### config.mk
export PLATFORM = sky130hd
export DESIGN_NAME = turret_aim_and_fire_gate
export DESIGN_NICKNAME = d
export VERILOG_FILES = /design/src/rtl/tafg_pkg.sv /design/src/rtl/turret_aim_and_fire_gate.sv
export SDC_FILE = /design/constraint.sdc
export NUM_CORES = 2
export LEC_CHECK = 0
export BUFFER_PORTS_ARGS = -buffer_cell sky130_fd_sc_hd__buf_2
export CORE_ASPECT_RATIO = 0.6
export CORE_MARGIN = 2
export CORE_UTILIZATION = 44
export CTS_BUF_LIST = sky130_fd_sc_hd__clkbuf_8
export CTS_CLUSTER_DIAMETER = 60
export DETAILED_ROUTE_END_ITERATION = 10
export HOLD_SLACK_MARGIN = 0.08
export PLACE_DENSITY_LB_ADDON = 0.15
export SYNTH_ARGS = -nofsm -noshare
export SYNTH_HDL_FRONTEND = slang
export SYNTH_SLANG_ARGS = --single-unit
export TNS_END_PERCENT = 20
### constraint.sdc
create_clock -name clk_i -period 13.35 [get_ports clk_i]
set_clock_uncertainty 0.05 [all_clocks]
set_input_delay 0.6675 -clock clk_i [delete_from_list [all_inputs] [get_ports clk_i]]
set_output_delay 0.6675 -clock clk_i [all_outputs]
set_load 0.01 [all_outputs]
### src/rtl/tafg_pkg.sv
// Package for the turret aim and fire gate: sequencer states, codes,
// CORDIC arctangent table and armor spacing tables.
// No dependencies.
package tafg_pkg;

  localparam int MaxArmorsDef   = 4;
  localparam int CordicStepsDef = 16;

  // Datapath widths of the shared CORDIC unit and multiplier.
  localparam int CordW = 36;
  localparam int ZW    = 34;
  localparam int MulBW = 19;
  localparam int ProdW = CordW + MulBW;
  localparam int DistW = 38;

  localparam logic signed [CordW-1:0] InvGain   = 36'sd652032874;
  localparam logic signed [ZW-1:0]    HalfTurnZ = 34'sd2147483648;
  localparam logic signed [MulBW-1:0] CdegTurn  = 19'sd36000;

  typedef enum logic [2:0] {
    S_IDLE,
    S_RINIT,
    S_ROT,
    S_MUL,
    S_VINIT,
    S_VEC,
    S_CONV,
    S_DONE
  } st_e;

  localparam logic OpGimbal = 1'b0;
  localparam logic OpTarget = 1'b1;

  localparam logic [1:0] CfgPitchOfs = 2'd0;
  localparam logic [1:0] CfgYawOfs   = 2'd1;
  localparam logic [1:0] CfgFireTol  = 2'd2;

  // atan(2^-k) as a 32-bit turn angle.
  function automatic logic [31:0] atan_turn(input logic [4:0] k);
    logic [31:0] v;
    case (k)
      5'd0:    v = 32'h20000000;
      5'd1:    v = 32'h12E4051D;
      5'd2:    v = 32'h09FB385B;
      5'd3:    v = 32'h051111D4;
      5'd4:    v = 32'h028B0D43;
      5'd5:    v = 32'h0145D7E1;
      5'd6:    v = 32'h00A2F61E;
      5'd7:    v = 32'h00517C55;
      5'd8:    v = 32'h0028BE53;
      5'd9:    v = 32'h00145F2F;
      5'd10:   v = 32'h000A2F98;
      5'd11:   v = 32'h000517CC;
      5'd12:   v = 32'h00028BE6;
      5'd13:   v = 32'h000145F3;
      5'd14:   v = 32'h0000A2F9;
      5'd15:   v = 32'h0000517C;
      5'd16:   v = 32'h000028BE;
      5'd17:   v = 32'h0000145F;
      5'd18:   v = 32'h00000A2F;
      5'd19:   v = 32'h00000517;
      5'd20:   v = 32'h0000028B;
      5'd21:   v = 32'h00000145;
      5'd22:   v = 32'h000000A2;
      5'd23:   v = 32'h00000051;
      default: v = 32'h0;
    endcase
    return v;
  endfunction

  // Quotient of one full turn by the armor count.
  function automatic logic [32:0] space_quot(input logic [3:0] n);
    logic [32:0] v;
    case (n)
      4'd1:    v = 33'h100000000;
      4'd2:    v = 33'd2147483648;
      4'd3:    v = 33'd1431655765;
      4'd4:    v = 33'd1073741824;
      4'd5:    v = 33'd858993459;
      4'd6:    v = 33'd715827882;
      4'd7:    v = 33'd613566756;
      4'd8:    v = 33'd536870912;
      default: v = 33'd0;
    endcase
    return v;
  endfunction

  // Remainder of one full turn by the armor count.
  function automatic logic [3:0] space_rem(input logic [3:0] n);
    logic [3:0] v;
    case (n)
      4'd3:    v = 4'd1;
      4'd5:    v = 4'd1;
      4'd6:    v = 4'd4;
      4'd7:    v = 4'd4;
      default: v = 4'd0;
    endcase
    return v;
  endfunction

endpackage

### src/rtl/turret_aim_and_fire_gate.sv
// Turret aim and fire gate: armor placement, nearest armor pick, aim angles
// and fire decision on one shared CORDIC unit and one shared multiplier.
// Depends on tafg_pkg.
//
//   channel  direction  handshake                   payload
//   in       sink       in_valid_i / in_stall_o     opcode .. gimbal_yaw
//   out      source     out_valid_o / out_stall_i   aim_pitch .. armor_index
//   cfg      sink       cfg_we_i                    cfg_index_i, cfg_data_i
//
// A gimbal update only stores the gimbal angles and gives no result. A target
// item without a target goes straight to the result, with the stored gimbal
// angles and no fire. A target item runs the single CORDIC unit once per armor
// and twice for the arctangents.
// Reset clears the sequencer, output valid and stored gimbal angles and presets the configuration.
// The input stalls while an item is in work; a finished result waits in the
// output register, and the next item is taken meanwhile.
module turret_aim_and_fire_gate #(
  parameter int MAX_ARMORS   = tafg_pkg::MaxArmorsDef,
  parameter int CORDIC_STEPS = tafg_pkg::CordicStepsDef
) (
  input  logic               clk_i,
  input  logic               rst_ni,
  input  logic               cfg_we_i,
  input  logic [1:0]         cfg_index_i,
  input  logic [14:0]        cfg_data_i,
  input  logic               in_valid_i,
  output logic               in_stall_o,
  input  logic               opcode_i,
  input  logic               tracking_i,
  input  logic signed [15:0] center_x_i,
  input  logic signed [15:0] center_y_i,
  input  logic signed [15:0] center_z_i,
  input  logic [15:0]        target_yaw_i,
  input  logic [10:0]        radius_first_i,
  input  logic [10:0]        radius_second_i,
  input  logic signed [10:0] pair_height_offset_i,
  input  logic [2:0]         armor_count_i,
  input  logic signed [15:0] gimbal_pitch_i,
  input  logic signed [15:0] gimbal_yaw_i,
  output logic               out_valid_o,
  input  logic               out_stall_i,
  output logic signed [15:0] aim_pitch_o,
  output logic signed [15:0] aim_yaw_o,
  output logic               fire_o,
  output logic [1:0]         armor_index_o
);
  import tafg_pkg::*;

  localparam int CW = $clog2(MAX_ARMORS + 1);
  localparam int SW = $clog2(CORDIC_STEPS + 1);

  st_e state_q, state_d;

  // Configuration and stored gimbal angles.
  logic signed [9:0]  poff_q, yoff_q;
  logic [14:0]        tol_q;
  logic signed [15:0] cur_pitch_q, cur_yaw_q;

  // Item registers.
  logic signed [15:0] xc_q, yc_q, zc_q;
  logic [31:0]        base_q;
  logic [10:0]        r1_q, r2_q;
  logic signed [10:0] dz_q;
  logic [CW-1:0]      n_q, i_q, best_q;
  logic [32:0]        acc_q;
  logic [3:0]         rem_q;
  logic               notgt_q;

  // Shared CORDIC unit.
  logic signed [CordW-1:0] cx_q, cy_q;
  logic signed [ZW-1:0]    cz_q;
  logic [SW-1:0]           step_q;
  logic                    flip_q;
  logic                    vsel_q, zero_q, cphase_q;
  logic [2:0]              mphase_q;

  // Shared multiplier and distance search.
  logic signed [ProdW-1:0] prod_q, prod_d;
  logic signed [CordW-1:0] mul_a;
  logic signed [MulBW-1:0] mul_b;
  logic signed [17:0]      ax_q, ay_q, az_q, bx_q, by_q, bz_q;
  logic [DistW-1:0]        dacc_q, best_d_q, dist_sum;
  logic signed [16:0]      cdy_q, cdp_q;

  logic               out_valid_q, fire_q;
  logic signed [15:0] aim_pitch_q, aim_yaw_q;
  logic [1:0]         armor_index_q;

  logic in_take, out_take, out_free;
  assign in_stall_o = (state_q != S_IDLE);
  assign in_take    = in_valid_i && !in_stall_o;
  assign out_take   = out_valid_q && !out_stall_i;
  assign out_free   = !out_valid_q || !out_stall_i;

  logic [3:0]    cnt4;
  logic [CW-1:0] n_clamp;
  assign cnt4    = {1'b0, armor_count_i};
  assign n_clamp = (cnt4 > 4'(MAX_ARMORS)) ? CW'(MAX_ARMORS) : CW'(cnt4);

  // Rotation start angle for the current armor.
  logic [31:0]             ang, ang_adj, angz;
  logic                    flip;
  logic                    odd_pair;
  logic [10:0]             r_sel;
  assign ang      = base_q + acc_q[31:0];
  assign ang_adj  = ang + 32'h4000_0000;
  assign flip     = ang_adj[31];
  assign angz     = flip ? (ang - 32'h8000_0000) : ang;
  assign odd_pair = (n_q == CW'(4)) && i_q[0];
  assign r_sel    = odd_pair ? r2_q : r1_q;

  // One CORDIC micro-rotation; the same step serves both modes.
  logic signed [CordW-1:0] sx, sy, nx, ny;
  logic signed [ZW-1:0]    at, nz;
  logic                    dec, step_last;
  assign sx  = cx_q >>> step_q;
  assign sy  = cy_q >>> step_q;
  assign at  = ZW'(atan_turn(5'(step_q)));
  assign dec = (state_q == S_ROT) ? !cz_q[ZW-1] : cy_q[CordW-1];
  assign nx  = dec ? (cx_q - sy) : (cx_q + sy);
  assign ny  = dec ? (cy_q + sx) : (cy_q - sx);
  assign nz  = dec ? (cz_q - at) : (cz_q + at);
  assign step_last = (step_q == SW'(CORDIC_STEPS - 1));

  // Vectoring start values.
  logic signed [17:0]      vnum;
  logic signed [CordW-1:0] vx0, vy0;
  assign vnum = vsel_q ? bz_q : bx_q;
  assign vx0  = CordW'(by_q) <<< 14;
  assign vy0  = CordW'(vnum) <<< 14;

  // Angle in turns, folded into (-half, +half].
  logic signed [32:0] zs;
  assign zs = {cz_q[31] & (|cz_q[30:0]), cz_q[31:0]};

  logic signed [CordW-1:0] cosv, sinv;
  assign cosv = flip_q ? -cx_q : cx_q;
  assign sinv = flip_q ? -cy_q : cy_q;

  always_comb begin
    mul_a = '0;
    mul_b = '0;
    if (state_q == S_CONV) begin
      mul_a = CordW'(zs);
      mul_b = CdegTurn;
    end else begin
      case (mphase_q)
        3'd0: begin
          mul_a = cosv;
          mul_b = MulBW'({1'b0, r_sel});
        end
        3'd1: begin
          mul_a = sinv;
          mul_b = MulBW'({1'b0, r_sel});
        end
        3'd2: begin
          mul_a = CordW'(ax_q);
          mul_b = MulBW'(ax_q);
        end
        3'd3: begin
          mul_a = CordW'(ay_q);
          mul_b = MulBW'(ay_q);
        end
        3'd4: begin
          mul_a = CordW'(az_q);
          mul_b = MulBW'(az_q);
        end
        default: begin
          mul_a = '0;
          mul_b = '0;
        end
      endcase
    end
  end
  assign prod_d = ProdW'(mul_a) * ProdW'(mul_b);

  // Armor offset r*cos or r*sin rounded to whole millimetres.
  logic signed [ProdW-1:0] prod_rnd30, prod_rnd32;
  logic signed [17:0]      rnd_mm;
  logic signed [16:0]      cd;
  assign prod_rnd30 = prod_q + (ProdW'(1) <<< 29);
  assign rnd_mm     = prod_rnd30[47:30];
  assign prod_rnd32 = prod_q + (ProdW'(1) <<< 31);
  assign cd         = zero_q ? 17'sd0 : prod_rnd32[48:32];
  assign dist_sum   = dacc_q + DistW'(prod_q);

  logic armor_last, take_best;
  assign armor_last = (i_q + CW'(1) == n_q);
  assign take_best  = (i_q == '0) || (dist_sum < best_d_q);

  logic [3:0] rsum;
  assign rsum = rem_q + space_rem(4'(n_q));

  // Final angles and fire decision.
  function automatic logic signed [16:0] sat180(input logic signed [17:0] v);
    logic signed [16:0] r;
    if (v > 18'sd18000)       r = 17'sd18000;
    else if (v < -18'sd18000) r = -17'sd18000;
    else                      r = 17'(v);
    return r;
  endfunction

  logic signed [16:0] pitch_s, yaw_s;
  logic signed [17:0] dp, dy, adp, ady;
  logic               fire_s;
  assign pitch_s = sat180(18'(cdp_q) + 18'(poff_q));
  assign yaw_s   = sat180(-18'(cdy_q) + 18'(yoff_q));
  assign dp      = 18'(pitch_s) - 18'(cur_pitch_q);
  assign dy      = 18'(yaw_s) - 18'(cur_yaw_q);
  assign adp     = dp[17] ? -dp : dp;
  assign ady     = dy[17] ? -dy : dy;
  assign fire_s  = (adp <= 18'(tol_q)) && (ady <= 18'(tol_q));

  // Next state.
  always_comb begin
    state_d = state_q;
    case (state_q)
      S_IDLE: begin
        if (in_take && opcode_i == OpTarget) begin
          if (!tracking_i || n_clamp == '0) state_d = S_DONE;
          else                              state_d = S_RINIT;
        end
      end
      S_RINIT: state_d = S_ROT;
      S_ROT: begin
        if (step_last) state_d = S_MUL;
      end
      S_MUL: begin
        if (mphase_q == 3'd5) state_d = armor_last ? S_VINIT : S_RINIT;
      end
      S_VINIT: state_d = S_VEC;
      S_VEC: begin
        if (step_last) state_d = S_CONV;
      end
      S_CONV: begin
        if (cphase_q) state_d = vsel_q ? S_DONE : S_VINIT;
      end
      S_DONE: begin
        if (out_free) state_d = S_IDLE;
      end
      default: state_d = S_IDLE;
    endcase
  end

  always_ff @(posedge clk_i or negedge rst_ni) begin
    if (!rst_ni) begin
      state_q     <= S_IDLE;
      out_valid_q <= 1'b0;
      poff_q      <= 10'sd10;
      yoff_q      <= 10'sd0;
      tol_q       <= 15'd200;
      cur_pitch_q <= '0;
      cur_yaw_q   <= '0;
    end else begin
      state_q <= state_d;
      if (state_q == S_DONE && out_free) out_valid_q <= 1'b1;
      else if (out_take)                 out_valid_q <= 1'b0;
      if (cfg_we_i) begin
        case (cfg_index_i)
          CfgPitchOfs: poff_q <= cfg_data_i[9:0];
          CfgYawOfs:   yoff_q <= cfg_data_i[9:0];
          CfgFireTol:  tol_q  <= cfg_data_i;
          default: ;
        endcase
      end
      if (in_take && opcode_i == OpGimbal) begin
        cur_pitch_q <= gimbal_pitch_i;
        cur_yaw_q   <= gimbal_yaw_i;
      end
    end
  end

  // Datapath.
  always_ff @(posedge clk_i) begin
    prod_q <= prod_d;
    case (state_q)
      S_IDLE: begin
        notgt_q <= !tracking_i || (n_clamp == '0);
        xc_q    <= center_x_i;
        yc_q    <= center_y_i;
        zc_q    <= center_z_i;
        base_q  <= {target_yaw_i, 16'h0000};
        r1_q    <= radius_first_i;
        r2_q    <= radius_second_i;
        dz_q    <= pair_height_offset_i;
        n_q     <= n_clamp;
        i_q     <= '0;
        acc_q   <= '0;
        rem_q   <= '0;
        vsel_q  <= 1'b0;
      end
      S_RINIT: begin
        cx_q     <= InvGain;
        cy_q     <= '0;
        cz_q     <= ZW'($signed(angz));
        flip_q   <= flip;
        step_q   <= '0;
        mphase_q <= 3'd0;
        az_q     <= odd_pair ? (18'(zc_q) + 18'(dz_q)) : 18'(zc_q);
      end
      S_ROT, S_VEC: begin
        cx_q     <= nx;
        cy_q     <= ny;
        cz_q     <= nz;
        step_q   <= step_q + SW'(1);
        cphase_q <= 1'b0;
      end
      S_MUL: begin
        mphase_q <= mphase_q + 3'd1;
        case (mphase_q)
          3'd1: ax_q <= 18'(xc_q) - rnd_mm;
          3'd2: ay_q <= 18'(yc_q) - rnd_mm;
          3'd3: dacc_q <= DistW'(prod_q);
          3'd4: dacc_q <= dist_sum;
          3'd5: begin
            if (take_best) begin
              best_d_q <= dist_sum;
              best_q   <= i_q;
              bx_q     <= ax_q;
              by_q     <= ay_q;
              bz_q     <= az_q;
            end
            i_q <= i_q + CW'(1);
            // Spacing angle floor(i*turn/n) kept as quotient and remainder.
            if (rsum >= 4'(n_q)) begin
              rem_q <= rsum - 4'(n_q);
              acc_q <= acc_q + space_quot(4'(n_q)) + 33'd1;
            end else begin
              rem_q <= rsum;
              acc_q <= acc_q + space_quot(4'(n_q));
            end
          end
          default: ;
        endcase
      end
      S_VINIT: begin
        zero_q <= (vnum == '0) && (by_q == '0);
        step_q <= '0;
        if (by_q[17]) begin
          cx_q <= -vx0;
          cy_q <= -vy0;
          cz_q <= HalfTurnZ;
        end else begin
          cx_q <= vx0;
          cy_q <= vy0;
          cz_q <= '0;
        end
      end
      S_CONV: begin
        cphase_q <= 1'b1;
        if (cphase_q) begin
          if (vsel_q) cdp_q <= cd;
          else        cdy_q <= cd;
          vsel_q <= 1'b1;
        end
      end
      S_DONE: begin
        if (out_free) begin
          if (notgt_q) begin
            aim_pitch_q   <= cur_pitch_q;
            aim_yaw_q     <= cur_yaw_q;
            fire_q        <= 1'b0;
            armor_index_q <= 2'd0;
          end else begin
            aim_pitch_q   <= 16'(pitch_s);
            aim_yaw_q     <= 16'(yaw_s);
            fire_q        <= fire_s;
            armor_index_q <= 2'(best_q);
          end
        end
      end
      default: ;
    endcase
  end

  assign out_valid_o   = out_valid_q;
  assign aim_pitch_o   = aim_pitch_q;
  assign aim_yaw_o     = aim_yaw_q;
  assign fire_o        = fire_q;
  assign armor_index_o = armor_index_q;

endmodule
==> metrics <==
status completed; Root Buffer clkbuf_8; Total GRT Usage 0.324; TritonCTS buffer count 108; WP depth 33; Routed Wire Length 274000 um; R2R cell count 33; met3 usage 0.177; Avg Inst Size Synth 9.29 um^2; Post-CTS Setup Inserts 0; number of routed nets with antenna violations 0; Post-synth top cells 963 x nand2_1, 913 x inv_1, 620 x fa_1; via count 60700; Syn. warnings 0; Placeable Area 161000 um^2; gate count after technology mapping 7726; critical path fanouts, max 14; final hold violation count 0; vias in the first global route 57600; Slew HR 0.0509; CP max stage cell nand2_1; layout cells sized above 1 0.0953; fillers 15300; Crit path largest cell delay 0.82 ns; maximum root-to-sink buffer count 3; hpwl dp 219000 um; post-synthesis sequential area ratio 0.261; top_reg_cell synth edfxtp_1; first-pass GRT wire length 395000 um; GP Congestion 1.04; CTS H-tree depth 3; dpl cell area 75300 um^2; initial antenna violation count 18; Yosys top cell area share 0.214; vias per std cell 5.92; Die Ht 317 um; worst setup slack after layout 2.09 ns; cell with the most instances after synthesis nand2_1; DR pass1 iterations 7; Overflow after GRT 0; IO Pins 193; port bufs 192; flops & latches, synth 661; Sum Neg Setup Slack 0 ns; fmax 88.8 MHz; Sink Count 661; delay-heaviest family, CP adder cells; die width 525 um; starting density of the core 0.444; Worst Path Class, Setup reg -> reg; setup repair after global routing missed its margin false; post-synthesis cell type count 102; global routing met1 resource utilization 0.486; Post-synth EDFFs 511; Finish-stage setup viols 0; Slew Limit Fails 0; CTS tree done; largest net degree at the start of global routing 120; nets 9328; Worst Setup End Kind flip-flop; dpl ws 2.42 ns; DR WL/cell 26.7 um; synth top area cells edfxtp_1 21%, fa_1 17%, ha_1 9.4%; fin area 79100 um^2; row cnt 114; Layout area overhead 10.2%; Synth Cell Area 71800 um^2; met2 global-route usage 0.391; clock latency on the worst-skew pair 0.86 ns; DRT iter0 DRCs 7296; CP Launch Type flip-flop; Required @ worst endpoint 13.98 ns; Die Area 166000 um^2; Async S/R FF share, synth 0.107; min Tclk post-route 11.26 ns; hold crit path type in -> async; dominant cell type by area after synthesis edfxtp_1; clk slew on worst S/H paths 0.06 ns; CP arrival 11.89 ns; worst-margin pin slew 1.42 ns; GR peak layer met1; WP buf/inv 7; Remaining DRCs 0; Max Cap Viol 0; Final Cycle Share 0.843
-- worst register-to-register path: cells and delay by family (launching register included) --
kind / cells / cell delay (ns)
AO/OA/AOI/OAI: 11 / 3.51
flip-flops: 1 / 0.54
buffers and inverters: 7 / 0.44
adder cells (fa/ha/maj): 8 / 4.23
XOR/XNOR: 2 / 0.24
AND/OR/NAND/NOR: 5 / 2.09
-- per-stage QoR --
step,hold slack [ns],utilization,cells
finish,0.182,0.490,10300
global route,0.159,0.490,10300
detailed placement,0.416,0.467,9903
CTS,0.115,0.490,10300
global placement,0.414,0.467,9903
floorplan,0.322,-,7737
-- final timing paths --
check / startpoint / end / slack [ns]
worst max-delay path: cy_q[4]$_DFFE_PN_ / prod_q[48]$_DFF_P_ / 2.09
worst min-delay path: rst_ni / cur_yaw_q[14]$_DFFE_PN0P_ / 0.18
worst max register to register: cy_q[4]$_DFFE_PN_ / prod_q[48]$_DFF_P_ / 2.09
worst min register to register: ay_q[0]$_DFFE_PP_ / by_q[0]$_DFFE_PP_ / 0.44
max in group asynchronous: rst_ni / cur_pitch_q[7]$_DFFE_PN0P_ / 11.99
min in group clk_i: in_valid_i / cur_yaw_q[13]$_DFFE_PN0P_ / 0.20
-- repair_timing --
item,CTS,global route
resized for setup,0,0
hold endpoints to repair,183,0
endpoints found under the setup margin,0,0
hold buffers,147,0
-- cells in the final DEF (no fill, tap or decap), types with 24 or more instances in the layout --
cell,count
buf_2,191
fa_1,620
a211oi_1,45
mux2_2,108
clkbuf_8,121
and2_1,114
nand2b_1,92
dfxtp_1,79
o41ai_1,28
or2_2,29
inv_1,942
nor2_1,563
and3_1,51
nor3_1,117
xnor2_1,305
nand4_1,29
a21o_1,148
o21a_1,67
clkinv_2,24
a21oi_1,410
nor2b_1,60
dfrtp_1,66
mux4_2,87
a31oi_1,52
o211ai_1,33
xor2_1,257
a22oi_1,32
o21bai_1,28
dlygate4sd3_1,147
o31ai_1,69
or3_1,41
ha_1,538
nor4_1,38
nand2_1,961
buf_4,128
o22ai_1,62
edfxtp_1,511
mux2i_1,64
o21ai_0,358
nand3_1,104
-- metal layers --
layer,share of wire,vias up
li1,-,27100
met1,0.46,30000
met2,0.35,3253
met3,0.16,351
met4,0.026,20
met5,0.00052,-
-- cell type report --
type                    instances  area [um^2]  share of cell area
clock inverters                82          562             0.00711
flip-flops and latches        661        18700               0.237
multi-input cells            5857        48600               0.614
clock buffers                 121         1670              0.0211
diodes                          4         10.0            0.000127
inverters                     919         3450              0.0437
well taps                    2146         2690              0.0340
repair buffers                467         3410              0.0431
-- flip-flops by register name, summed over array words and instances (netlist names), 17 cells and up --
| signal | cells |
|---|---|
| cdp_q | 17 |
| az_q | 17 |
| bx_q | 18 |
| dacc_q | 38 |
| at | 30 |
| best_d_q | 38 |
| cx_q | 36 |
| cy_q | 36 |
| ax_q | 18 |
| prod_q | 49 |
| by_q | 18 |
| acc_q | 32 |
| ay_q | 18 |
| cdy_q | 17 |
| cz_q | 34 |
| bz_q | 17 |
-- cell families (layout without fill, tap and decap cells) --
| group | after synthesis | in the layout | share of synthesized area |
|---|---|---|---|
| buffers and inverters | 1219 | 1589 | 0.0650 |
| and+or+nand+nor | 2291 | 2291 | 0.145 |
| AOI/OAI and AO/OA | 1568 | 1568 | 0.139 |
| xor gates and xnor gates | 563 | 563 | 0.0689 |
| muxes | 264 | 264 | 0.0546 |
| other | 2 | 17 | 0.000105 |
| DFF | 661 | 661 | 0.261 |
| adders and majority gates | 1158 | 1158 | 0.267 |
Power is not shown: default switching activity piles up to over one toggle a cycle in this logic, so the estimate is an artifact.
